[src/rtl/core/vlmq_div.sv]
// ----------------------------------------------------------------------------
// vlmq_div
// Restoring divider, one quotient bit per cycle, for block counts.
// ----------------------------------------------------------------------------
module vlmq_div (
   input  logic       clock,
   input  logic       reset,
   input  logic       start,
   input  logic [8:0] dividend,
   input  logic [6:0] divisor,
   output logic       done,
   output logic [8:0] quotient
);
   logic       busy_ff, busy_in;
   logic       done_ff, done_in;
   logic [3:0] cnt_ff, cnt_in;
   logic [7:0] rem_ff, rem_in;
   logic [8:0] dvd_ff, dvd_in;
   logic [6:0] div_ff, div_in;
   logic [7:0] trial;

   always_comb begin
      busy_in = busy_ff;
      done_in = 1'b0;
      cnt_in  = cnt_ff;
      rem_in  = rem_ff;
      dvd_in  = dvd_ff;
      div_in  = div_ff;
      trial   = {rem_ff[6:0], dvd_ff[8]};
      if (start) begin
         busy_in = 1'b1;
         cnt_in  = 4'd0;
         rem_in  = 8'd0;
         dvd_in  = dividend;
         div_in  = divisor;
      end else if (busy_ff) begin
         if (trial >= {1'b0, div_ff}) begin
            rem_in = trial - {1'b0, div_ff};
            dvd_in = {dvd_ff[7:0], 1'b1};
         end else begin
            rem_in = trial;
            dvd_in = {dvd_ff[7:0], 1'b0};
         end
         cnt_in = cnt_ff + 4'd1;
         if (cnt_ff == 4'd8) begin
            busy_in = 1'b0;
            done_in = 1'b1;
         end
      end
   end

   always_ff @(posedge clock) begin
      if (reset) begin
         busy_ff <= 1'b0;
         done_ff <= 1'b0;
      end else begin
         busy_ff <= busy_in;
         done_ff <= done_in;
      end
      cnt_ff <= cnt_in;
      rem_ff <= rem_in;
      dvd_ff <= dvd_in;
      div_ff <= div_in;
   end

   assign done     = done_ff;
   assign quotient = dvd_ff;

endmodule

[config.mk]
export PLATFORM = sky130hd
export DESIGN_NAME = vlmq_div
export DESIGN_NICKNAME = d
export VERILOG_FILES = /design/src/rtl/core/vlmq_div.sv
export SDC_FILE = /design/constraint.sdc
export NUM_CORES = 1
export LEC_CHECK = 0
export BUFFER_PORTS_ARGS = -buffer_cell sky130_fd_sc_hd__buf_2
export CAP_MARGIN = 20
export CORE_ASPECT_RATIO = 0.7
export CORE_MARGIN = 2
export CORE_UTILIZATION = 55
export DETAILED_ROUTE_END_ITERATION = 7
export PLACE_DENSITY = 0.79
export SYNTH_ARGS = -nofsm -noshare
export SYNTH_HDL_FRONTEND = slang
export SYNTH_SLANG_ARGS = --single-unit
export TNS_END_PERCENT = 5
[constraint.sdc]
create_clock -name clock -period 4.1 [get_ports clock]
set_input_delay 0.41 -clock clock [delete_from_list [all_inputs] [get_ports clock]]
set_output_delay 0.41 -clock clock [all_outputs]
set_load 0.02 [all_outputs]
=== Word-level counts from Yosys, hierarchy flattened ===
Cells that the tools add are included.

* Flip-flop bits (word level): 29
* Output and inout bits: 10
* Input bits: 19

* Order comparisons: 1
* Reductions and logical operators: 2
* Bitwise operators: 1
* Equality and inequality tests: 1
* Mux-type cells: 8
* $add $sub $neg: 2

{| class="wikitable"
|+ Operator list
! kind !! count
|-
| 9-bit two-way mux || 2
|-
| 8-bit by 7-bit greater-or-equal comparator with 1-bit output || 1
|-
| 7-bit two-way mux || 1
|-
| 7-bit subtractor || 1
|-
| 1-bit two-way mux || 5
|-
| 4-bit by 1-bit adder with 4-bit output (second input constant) || 1
|-
| 4-bit equality test (second input constant) || 1
|-
| 3-bit OR reduction || 1
|-
| 2-bit nonzero test || 1
|-
| 1-bit inverter || 1
|}

=== Depth between registers and ports, before layout ===
Gate-level depths: netlist of run 1.

* Depth after elaboration: 4
* Depth in mapped cells: 9
* Gate-level depth less buffers: 7

=== Least setup slack after synthesis of run 1 ===
Ideal clock, no wire load.

* Kind: register -> register
* Start point: register dvd_ff[8], in the netlist quotient[8]
* End point: register rem_ff[0]
* Stages on the path, launching flop included: 10
* Required time: 4012 ps
* Slack: 1801 ps
* Arrival time: 2211 ps
* Library setup time: 88 ps
* Cells stage by stage: edfxtp_1 inv_1 ha_1 fa_1 nand2b_1 a211o_1 buf_6 and3_1 buf_6 a311oi_2

* Word-level cells in the longest chain between the ends: 2

{| class="wikitable"
|+ Ends and longest elaborated chain
! what !! RTL line !! RTL
|-
| start, declared || 18 || <nowiki>logic [8:0] dvd_ff, dvd_in;</nowiki>
|-
| start signal, assigned || 62 || <nowiki>dvd_ff <= dvd_in;</nowiki>
|-
| 7-bit subtractor or 8-bit by 7-bit greater-or-equal comparator with 1-bit output (tied branches) || 38, 37 ||
|-
| 7-bit two-way mux (*) || 37 || <nowiki>if (trial >= {1'b0, div_ff}) begin</nowiki>
|-
| end signal, assigned || 61 || <nowiki>rem_ff <= rem_in;</nowiki>
|-
| end, declared || 17 || <nowiki>logic [7:0] rem_ff, rem_in;</nowiki>
|}

Mark *: on every way between the ends. The rest lies on a longest branch, timed or not.
A chain may end at the register's enable or synchronous reset.

=== Final worst setup path of run 1 ===
* Start point: register dvd_ff[8], in the netlist quotient[8]
* End point: register rem_ff[2]

Same word-level chain as after synthesis.

==> results of run 1 <==
==> metal layers <==
metal / share of wire [%] / routed length, um
met5: 0 / 0
met4: 1.1 / 35
met3: 7.4 / 247
met2: 46 / 1515
met1: 46 / 1527
==> cell families after synthesis <==
kind of cell    after synthesis  synth area share (%)
buf+inv                      22                 6.086
compound gates               33                 16.68
fa+ha+maj                    10                 7.964
xor+xnor                      5                 2.630
flops                        29                 44.48
simple gates                 47                 15.55
mux                          10                 6.612
==> stage by stage <==
step / cell area (um2) / util, %
after floorplan: 1665 / -
after global routing: 1892 / 66.55
after global placement: 1802 / 63.38
after CTS: 1892 / 66.55
final: 1892 / 66.55
after detailed placement: 1802 / 63.38
==> placed cells by master (no fill, tap or decap), types with 3 or more instances in the layout <==
| cell type | netlist | layout |
|---|---|---|
| sky130_fd_sc_hd__mux2_2 | 8 | 8 |
| sky130_fd_sc_hd__nor2b_1 | 4 | 4 |
| sky130_fd_sc_hd__nor3b_1 | 6 | 6 |
| sky130_fd_sc_hd__nor2_1 | 12 | 12 |
| sky130_fd_sc_hd__clkbuf_8 | 0 | 6 |
| sky130_fd_sc_hd__inv_1 | 14 | 14 |
| sky130_fd_sc_hd__xnor2_1 | 3 | 3 |
| sky130_fd_sc_hd__nand2_1 | 7 | 7 |
| sky130_fd_sc_hd__o21ai_0 | 5 | 5 |
| sky130_fd_sc_hd__nand2b_1 | 3 | 3 |
| sky130_fd_sc_hd__nor3_1 | 3 | 3 |
| sky130_fd_sc_hd__edfxtp_1 | 16 | 16 |
| sky130_fd_sc_hd__nand4_1 | 3 | 3 |
| sky130_fd_sc_hd__a41oi_1 | 4 | 4 |
| sky130_fd_sc_hd__or2_2 | 3 | 3 |
| sky130_fd_sc_hd__buf_2 | 0 | 28 |
| sky130_fd_sc_hd__dfxtp_1 | 13 | 13 |
| sky130_fd_sc_hd__ha_1 | 9 | 9 |
==> worst max-delay path: stages, from the launching register on <==
cell	delay (ps)
sky130_fd_sc_hd__edfxtp_1	340
sky130_fd_sc_hd__inv_1	70
sky130_fd_sc_hd__ha_1	220
sky130_fd_sc_hd__fa_1	400
sky130_fd_sc_hd__nand2b_1	180
sky130_fd_sc_hd__a211o_1	390
sky130_fd_sc_hd__and3_1	320
sky130_fd_sc_hd__a311oi_2	290
==> flip-flops by register name (all words and copies together) (netlist names) <==
name      cells
busy_ff       1
div_ff        7
rem_ff        7
cnt_ff        4
done          1
quotient      9
==> area by class of cell <==
type | instances | area share, %
multi-input cells | 105 | 43.52
well taps | 36 | 2.381
flip-flops and latches | 29 | 39.15
inverters | 14 | 2.778
clock buffers | 8 | 4.762
repair buffers | 28 | 7.407
==> power breakdown <==
part	switching (mW)	internal (mW)
Clock	0.100	0.137
Combinational	0.0816	0.0634
Sequential	0.0170	0.332
Total	0.199	0.532
==> worst max-delay path by stage <==
stage           startpoint        end  depth (start not counted)
3_5_place_dp   quotient[8]  rem_ff[2]                          7
2_1_floorplan  quotient[8]  rem_ff[0]                          9
6_report       quotient[8]  rem_ff[2]                          7
3_3_place_gp   quotient[8]  rem_ff[0]                          7
5_1_grt        quotient[8]  rem_ff[2]                          7
4_1_cts        quotient[8]  rem_ff[2]                          7
==> results.txt, run 1 <==
The count of distinct cell types in the synthesized netlist came out at 46. The proportion of netlist area held by the largest area contributor is 28.85%. The height of the chip is 50.04 um. The total of fill cells in the finished design is 236. The clock tree synthesis step divided the H-tree into 2 levels. The floorplan has 16 rows. The count of max-cap constraint violations is 0. The highest clock rate came out at 437.4 MHz. The launching element type of the critical path is a flip-flop. The estimated wirelength of the detail-placed design is 2456 um. The port buffer count came out at 28.

Compared with the post-synthesis result, the final layout area differs by 13.60%. The number of non-filler instances in the completed layout came out at 220. The post-place setup slack came out at 1826 ps. The via count is 1254. The worst supply voltage drop on vdd came out at 234.8 uV.

The capture point of the worst reg-to-reg path is rem_ff[2]. Across the whole layout, storage elements account for 740.7 um2. After synthesis, the mean cell area works out to 10.68 um2. The worst setup margin is 1814 ps. The worst register-to-register path begins at quotient[8].

The number of cells after detailed placement is 212. The met1 demand-to-capacity share in global routing came out at 28.53%. The insertion delay of the later-clocked pin in the worst-skew pair is 280 ps. The synthesized net count came out at 185. In the global route stage, met2 resource usage came out at 33.49%. The critical path is of the flip-flop to flip-flop type. After clock tree synthesis, the clock-pin slew on the worst setup and hold paths is 60 ps.

Summing every instance area after synthesis gives 1665 um2. The die covers 3491 um2. The measured slew at the worst slew-check pin came out at 828.3 ps. The number of endpoints with negative hold slack in the final report is 0. The worst slew slack as a fraction of its limit came out at 44.70%. The synthesized design contains 16 enable-type register cells.

By count the netlist is led by 16 x sky130_fd_sc_hd__edfxtp_1, 14 x sky130_fd_sc_hd__inv_1, 13 x sky130_fd_sc_hd__dfxtp_1, 12 x sky130_fd_sc_hd__nor2_1, 9 x sky130_fd_sc_hd__ha_1. The area of the core region came out at 2843 um2. Global routing used 21.19% of the available tracks across all layers. Across the routed clock network, the largest skew measured is 5.893 ps. The kind of capture point of the worst setup path is a flip-flop. The die width came out at 69.77 um. The worst hold path passes through 2 cells.

By instance count, the leading cell after synthesis is sky130_fd_sc_hd__edfxtp_1. The wire length of the first global-routing pass came out at 5678 um. The clock buffer count from CTS came out at 5.

The completed layout was analyzed and its total power is 0.7312 mW. The overflow left after global routing came out at 0. The share of flip-flops with an asynchronous set or reset came out at 0%. The logic depth of the worst register-to-register path came out at 7.

For this block, the initial DRC count from the detailed router was 114. The total power density per cell area came out at 386.5 nW/um2. The final count of negative-setup-slack endpoints came out at 0. The maximum clock insertion buffer count came out at 2. The number of buffers added to fix hold violations after cts is 0. The number of global-route vias before repair is 1220. The number of diodes added for antenna fixing is 0. The CTS tree is done.

The number of top-level design ports came out at 29. The data arrival time of the critical path came out at 2480 ps. The leakage power summed over all cells is 0.7971 nW. On the final layout, the worst hold slack is 306.2 ps.

The fraction of the yosys area taken by sequential cells came out at 44.48%. The run finished with clean final reports. After detailed routing, the average wire length per cell comes to 15.11 um. The net total in the final layout is 212. Once the floorplan was initialized, standard cells occupied 58.58% of the core.

The count of synthesis-stage warnings from yosys is 0. The via-per-instance ratio is 5.700. The required time reported for the critical path endpoint is 4290 ps.

In the routed design, unresolved DRC markers number 0. The global routing usage on met3 came out at 5.726%. The minimum clock period came out at 2286 ps. Setup total negative slack on the finished layout was measured at 0 ps.

Among all flip-flop cells after synthesis, the most frequent one is sky130_fd_sc_hd__edfxtp_1. Setup repair after global routing left no endpoint under its margin. The combined area of the multi-input logic cells came out at 823.3 um2.

After synthesis, the cell types taking the most area are sky130_fd_sc_hd__edfxtp_1 29%, sky130_fd_sc_hd__dfxtp_1 16%, sky130_fd_sc_hd__ha_1 6.8%. The setup slack of the worst register-to-register path came out at 1810 ps. The number of antenna violations at the first check in global routing is 0.

The fraction of layout cells with a size suffix above 1 came out at 28.26%. Of all nets on the critical path, the largest fanout is 9. The count of mapped cells out of synthesis is 156. The worst min-delay path category is input port to flip-flop. The startpoint of the tightest hold check path is reset. After global routing, the most crowded layer is met2. The total iterations of the first detailed-routing run is 5. The maximum number of pins on one net before global-route repair is 37. The synthesized flop and latch total is 29. The tree is rooted in a sky130_fd_sc_hd__clkbuf_8. Routability-driven placement finished with a final weighted congestion of 0.8632. The cell type with the largest total area after synthesis is sky130_fd_sc_hd__edfxtp_1. The total clock sinks came out at 29. The final max-slew violation count is 0. The number of instances resized during post-cts repair came out at 0. In this run the post-CTS setup repair buffer count came out at 0. The detail route stage leaves a number of antenna-violating nets equal to 0. The ratio of final minimum period to clock period came out at 55.76%. For hold timing, the worst endpoint is busy_ff. The aggregate routed wire length is 3325 um.
No activity file was read; power rests on OpenSTA's default activity.
==> run 2: changes to the inputs <==
CORE_UTILIZATION = 50   (was 55)
PLACE_DENSITY = 0.75   (was 0.79)
clock period = 2 ns   (was 4.1 ns; I/O delays follow)
==> run 2 against run 1 <==
Register-to-register slack worse by 1800 ps. First-iteration DRC count increased by 24%. Clock power is 86% higher. Sequential power increased by 100%. Combinational power up 130%. Die area grew 9.3%. Worst hold slack lost 210 ps. Clock skew fell by 2.3 ps. Global-route usage down 1.2 points. Count of clock-buffer cells in the layout fell by 3. Critical endpoint is now rem_ff[6]. Largest cell class unchanged.
==> results.txt, run 2 (synthesis gave the netlist of run 1 again) <==
The data arrival time of the critical path came out at 2180 ps (-300 ps). The wire length of the first global-routing pass is 5568 um (-1.9%). The number of flip-flops under the largest register name came out at 9 (unchanged). The clock slew seen by the registers of the worst setup and hold paths came out at 60 ps (about the same). The maximum number of pins on one net before global-route repair came out at 37 (unchanged).

Compared with the post-synthesis result, the final layout area differs by 18.56%. The setup TNS is 0 ps (unchanged). The maximum level of the CTS H-tree came out at 2 (unchanged). The total of fill cells in the finished design came to 249 (+5.5%). The insertion delay of the later-clocked pin in the worst-skew pair is 280 ps (about the same). The total iterations of the first detailed-routing run is 6 (+1). The minimum clock period is 1972 ps (-314.4 ps). The port buffer count came out at 28 (unchanged).

The measured slew at the worst slew-check pin came out at 675.7 ps (-152.6 ps). The power share of the combinational group came to 22.2% (+2.4 points). The estimated wirelength of the detail-placed design was 2518 um (+2.5%).

The maximum clock insertion buffer count was 2 (unchanged). The signal on the critical path passes through inv_2, ha_4, fa_2, nand2b_4, a211o_1, buf_6, a31o_2, o21ai_1. The launching element type of the critical path is a flip-flop. The detailed-route DRC error count is 0 (unchanged). The worst supply voltage drop on vdd was 599.3 uV (+160%). The total routing usage reported by global routing came to 19.97% (-1.2 points). The critical path's largest stage delay came out at 370 ps (-30 ps). The number of endpoints with negative hold slack in the final report is 0 (unchanged).

The total clock sinks came to 29 (unchanged). The number of antenna violations at the first check in global routing is 0 (unchanged). In this run the worst setup path begins at quotient[8]. The initial core utilization is 52.55% (-6.0 points). The worst slew slack as a fraction of its limit came out at 54.95% (+10 points). The design area came out at 1974 um2 (+4.4%). In the layout the commonest cells are 28 x sky130_fd_sc_hd__buf_2, 16 x sky130_fd_sc_hd__edfxtp_1, 13 x sky130_fd_sc_hd__inv_1, 13 x sky130_fd_sc_hd__dfxtp_1, 12 x sky130_fd_sc_hd__nor2_1.

The number of diodes added for antenna fixing is 0 (unchanged). The ratio of final minimum period to clock period was 98.60% (+43 points). The clock buffer count from CTS was 5 (unchanged).

The routed wirelength normalized by instance count came out at 14.57 um (-3.6%). The die footprint was 3816 um2 (+9.3%). The clock tree skew after final layout is 3.568 ps (-2.325 ps). The type of the worst setup path is flip-flop to flip-flop. The final max-slew violation count was 0 (unchanged). The root buffer cell chosen for the clock tree is sky130_fd_sc_hd__clkbuf_8. The via-per-instance ratio came out at 5.575 (-2.2%). The highest clock rate is 507.1 MHz (+16%).

The total power density per cell area was 750.3 nW/um2 (+94%). The height of the chip was 52.29 um (+4.5%). The final estimated routing congestion in global placement came out at 0.8737 (+1.2%).

The power share of the clock group is 29.8% (-2.6 points). The switching share of total power came out at 28.23% (+1.0 points). The number of global-route vias before repair came out at 1225 (+0.41%). The required time reported for the critical path endpoint came out at 2210 ps (-2080 ps).

The share of total power in sequential cells is 48.1% (+0.3 points). The via count is 1271 (+1.4%). The final count of negative-setup-slack endpoints came out at 0 (unchanged). The cell area reported after detailed placement was 1872 um2 (+3.9%). The cell type of the slowest stage on the worst timing path is sky130_fd_sc_hd__edfxtp_1. Setup repair after global routing could not meet its margin everywhere.

The launch instance of the worst register-to-register path is quotient[8]. The leakage power summed over all cells came to 0.8331 nW (+4.5%). The run finished with clean final reports. The worst hold path begins at reset. The top fanout value on the critical path is 8 (-1).

The die width came out at 72.98 um (+4.6%). The count of nets left with antenna violations after detail routing is 0 (unchanged). The number of buffers added to fix hold violations after cts is 0 (unchanged). The largest delay contributor family on the critical path is compound AO/OA/AOI/OAI gates. The area of the core region is 3169 um2 (+11%). The post-CTS repair timing setup buffer count came out at 0 (unchanged). The cell row count came out at 17 (+1). The net switching power came out at 0.4182 mW (+110%). The number of top-level design ports came out at 29 (unchanged). The fraction of layout cells with a size suffix above 1 came out at 34.21% (+5.9 points). The count of max-cap constraint violations came to 0 (unchanged). The kind of capture point of the worst setup path is a flip-flop. The CTS tree is done. The first-iteration detailed-routing DRC count is 141 (+24%). The count of buffer and inverter cells on the critical path came to 2 (+1). The tightest min-delay check is of the input port to flip-flop type. The most common cell after layout, fill and taps aside is sky130_fd_sc_hd__buf_2.

The number of instances resized during post-cts repair came out at 4 (+4). The aggregate routed wire length is 3323 um (about the same). The overflow left after global routing came to 0 (unchanged). The internal cell power is 1.063 mW (+100%). The net total in the final layout is 218 (+2.8%).
==> run 2: layer usage <==
metal / vias up / global-route usage [%] / wire length, um / part of all wire (%)
li1: 632 / - / - / -
met4: 0 / 6.173 / 46 / 1.4
met1: 582 / 26.46 / 1567 / 47
met3: 8 / 8.269 / 244 / 7.3
met2: 49 / 29.73 / 1464 / 44
met5: - / 0 / 0 / 0
==> run 2: worst reg2reg max path, cell delays in order (launching register included) <==
cell                       delay [ps]
sky130_fd_sc_hd__edfxtp_1         370
sky130_fd_sc_hd__inv_2             70
sky130_fd_sc_hd__ha_4             170
sky130_fd_sc_hd__fa_2             350
sky130_fd_sc_hd__nand2b_4         150
sky130_fd_sc_hd__a211o_1          290
sky130_fd_sc_hd__buf_6            150
sky130_fd_sc_hd__a31o_2           250
sky130_fd_sc_hd__o21ai_1          120
==> run 2: power groups by stage <==
stage / Combinational (mW) / Sequential, mW / Clock [mW]
final: 0.328 / 0.712 / 0.441
after global routing: 0.366 / 0.718 / 0.483
after CTS: 0.325 / 0.712 / 0.461
after detailed placement: 0.321 / 0.724 / 0
after global placement: 0.310 / 0.720 / 0
after floorplan: 0.210 / 0.742 / 0
==> run 2: worst paths after layout <==
check	slack [ps]	depth (start not counted)	endpoint
setup / recovery	30	8	rem_ff[6]
hold / removal	90	2	busy_ff
setup reg to reg	30	8	rem_ff[6]
hold reg to reg	510	2	done
==> run 2: area by class of cell <==
cell class	count	area, um2	area share [%]
repair buffers	34	188.9	9.569
clock buffers	5	68.82	3.485
flip-flops and latches	29	740.7	37.52
inverters	14	52.55	2.662
clock inverters	3	12.51	0.6337
multi-input cells	105	863.3	43.73
well taps	38	47.55	2.408
==> run 2: metrics by stage <==
stage	worst slack, ps	total power [mW]	hold WS [ps]	utilization [%]	instances
floorplan	-182.7	0.9524	272.4	-	156
global placement	64.26	1.030	376.1	59.06	220
detailed placement	-22.33	1.045	378.1	59.06	220
CTS	7.471	1.497	84.76	61.90	228
global route	-43.94	1.567	80.38	62.30	228
finish	28.10	1.481	94.49	62.30	228
==> run 3: changes to the inputs <==
CTS_BUF_LIST = sky130_fd_sc_hd__clkbuf_16   (was default)
==> run 3 against run 2 <==
Die area is the same. Flip-flop and latch count is the same. Clock power increased by 56%. Core utilization up 1.8 points. Design area up 2.9%. Critical path depth fell by 1. Clock skew is 1.1 ps higher. Critical endpoint is now rem_ff[5]. Largest cell class unchanged.
==> results.txt, run 3 (synthesis gave the netlist of run 1 again) <==
The flow ran to the end, and the final reports show no timing, DRC or antenna violations. The total routing usage reported by global routing was 20.89% (+0.91 points). The share of total power in sequential cells is 41.2% (-6.9 points).

The area of the core region is 3169 um2 (unchanged). The number of top-level design ports came out at 29 (unchanged). The routed wirelength normalized by instance count came to 15.14 um (+3.9%).

The critical path's largest stage delay is 410 ps (+40 ps). The minimum clock period is 1996 ps (+24.00 ps). The final count of negative-setup-slack endpoints is 0 (unchanged). The area growth from synthesis to layout is 21.94%. The ratio of final minimum period to clock period is 99.80% (+1.2 points). By startpoint and endpoint, the worst setup path is classified as flip-flop to flip-flop. The insertion delay of the later-clocked pin in the worst-skew pair is 270 ps (about the same). The net switching power was 0.4525 mW (+8.2%). The number of antenna violations at the first check in global routing came out at 0 (unchanged). The number of buffers added to fix hold violations after cts came out at 0 (unchanged). The clock root buffer is sky130_fd_sc_hd__clkbuf_16.

The worst hold slack came to 100.3 ps (+5.848 ps). The launching element type of the critical path is a flip-flop. met2 is the most crowded layer.

The total power density per cell area came to 852.6 nW/um2 (+14%). The worst supply voltage drop on vdd was 607.6 uV (+1.4%). The global routing usage on met3 came to 8.077% (-0.19 points). The net total in the final layout is 218 (unchanged). The count of buffer and inverter cells on the critical path came out at 1 (-1).

The maximum level of the CTS H-tree came to 2 (unchanged). The worst hold path depth came out at 1 (-1). The worst slew slack as a fraction of its limit is 55.11% (+0.15 points).

The worst min-delay path category is input port to flip-flop. The required time reported for the critical path endpoint is 2200 ps (about the same). The final max-slew violation count is 0 (unchanged). The library cell used most frequently in the layout, excluding fill and tap cells, is sky130_fd_sc_hd__buf_2. The critical path goes through ha_4, fa_2, nand2b_4, a211o_1, buf_6, a31o_2, o21ai_0. The count of nets left with antenna violations after detail routing is 0 (unchanged).

The maximum number of pins on one net before global-route repair came to 37 (unchanged). The switching share of total power was 26.13% (-2.1 points). The internal cell power came out at 1.279 mW (+20%).

The highest clock rate came out at 501.0 MHz (-1.2%). The met1 demand-to-capacity share in global routing came to 28.26% (+1.8 points). The cell depth of the worst setup path was 7 (-1). The number of cells after detailed placement came out at 220 (unchanged). The overflow left after global routing is 0 (unchanged). The final estimated routing congestion in global placement is 0.8737 (unchanged). The detailed-route DRC error count is 0 (unchanged).

Grouping stages by cell kind, the critical path spends the most delay in compound AO/OA/AOI/OAI gates. The power after layout was 1.731 mW (+17%). TritonCTS built the clock tree. The number of non-filler instances in the completed layout was 228 (unchanged).

The aggregate routed wire length is 3453 um (+3.9%). The die width is 72.98 um (unchanged). The clock tree skew after final layout is 4.620 ps (+1.052 ps). The number of endpoints with negative hold slack in the final report is 0 (unchanged). The height of the chip is 52.29 um (unchanged). The measured slew at the worst slew-check pin came out at 673.4 ps (-2.298 ps). The initial core utilization came to 52.55% (unchanged). The cell row count was 17 (unchanged).

The top fanout value on the critical path came out at 8 (unchanged). The number of flip-flops under the largest register name is 9 (unchanged). The fraction of layout cells with a size suffix above 1 came to 34.21% (unchanged).

The port buffer count came out at 28 (unchanged). The data arrival time of the critical path was 2190 ps (about the same). The largest individual stage delay along the critical path comes from the cell sky130_fd_sc_hd__edfxtp_1.

Setup repair after global routing could not meet its margin everywhere. The count of max-cap constraint violations came out at 0 (unchanged). The clock buffer count from CTS came to 5 (unchanged). The global routing met2 resource utilization is 30.63% (+0.90 points). The number of diodes added for antenna fixing is 0 (unchanged). The via-per-instance ratio came out at 5.627 (+0.94%). The wire length of the first global-routing pass came out at 5789 um (+4.0%). The maximum clock insertion buffer count came out at 2 (unchanged).

The power share of the clock group came out at 39.7% (+9.9 points). The power share of the combinational group is 19.1% (-3.1 points). The number of global-route vias before repair is 1235 (+0.82%). The clock slew seen by the registers of the worst setup and hold paths came out at 50 ps (about the same). STA classifies the critical path endpoint as a flip-flop. The first-iteration detailed-routing DRC count is 182 (+29%). The logic depth of the worst register-to-register path came out at 7 (-1). The die footprint came out at 3816 um2 (unchanged). The total clock sinks came out at 29 (unchanged). The total iterations of the first detailed-routing run is 4 (-2). The leakage power summed over all cells is 0.8587 nW (+3.1%). The estimated wirelength of the detail-placed design is 2518 um (unchanged). The via count is 1283 (+0.94%).

The setup TNS is 0 ps (unchanged). In the layout the commonest cells are 28 x sky130_fd_sc_hd__buf_2, 16 x sky130_fd_sc_hd__edfxtp_1, 13 x sky130_fd_sc_hd__inv_1, 13 x sky130_fd_sc_hd__dfxtp_1, 12 x sky130_fd_sc_hd__nor2_1.
==> run 3: area by class of cell <==
| cell class | count | area [um2] |
|---|---|---|
| clock buffers | 5 | 125.1 |
| clock inverters | 3 | 12.51 |
| well taps | 38 | 47.55 |
| inverters | 14 | 52.55 |
| repair buffers | 34 | 188.9 |
| flip-flops and latches | 29 | 740.7 |
| fillers | 244 | 1139 |
| multi-input cells | 105 | 863.3 |
==> run 3: routing by layer <==
| metal | part of all wire (%) | vias to the layer above |
|---|---|---|
| met5 | 0 | - |
| met4 | 1.3 | 0 |
| met3 | 7.2 | 7 |
| met2 | 44 | 51 |
| met1 | 47 | 592 |
| li1 | - | 633 |
==> run 3: metrics by stage <==
| step | instance area, um2 | util, % | worst slack, ps |
|---|---|---|---|
| floorplan | 1688 | - | -182.7 |
| global placement | 1872 | 59.06 | 64.26 |
| detailed placement | 1872 | 59.06 | -22.33 |
| CTS | 2014 | 63.56 | -4.123 |
| global route | 2031 | 64.07 | -55.88 |
| finish | 2031 | 64.07 | 4.091 |
==> run 3: repair_timing <==
action                                  in CTS  in global routing
pin swaps                                    0                  1
buffers inserted                             0                  0
gates resized for setup                      3                  3
endpoints found under the setup margin       5                  6
==> run 3: worst reg2reg max path: cells and delay by family (launching register included) <==
kind / cells / cell delay, ps
buf+inv: 1 / 150
compound gates: 3 / 670
simple gates: 1 / 150
fa+ha+maj: 2 / 540
flops: 1 / 410
==> run 3: worst paths after layout <==
kind | from | end | slack (ps)
max | div_ff[0] | rem_ff[5] | 4
min | divisor[0] | div_ff[0] | 100
max reg2reg | div_ff[0] | rem_ff[5] | 4
min reg2reg | cnt_ff[3] | done | 520
==> run 3: power by group through the flow <==
stage          Combinational [mW]  Clock [mW]  Sequential (mW)
6_report                    0.330       0.688            0.713
2_1_floorplan               0.210           0            0.742
3_5_place_dp                0.321           0            0.724
5_1_grt                     0.367       0.734            0.718
4_1_cts                     0.325       0.704            0.713
3_3_place_gp                0.310           0            0.720
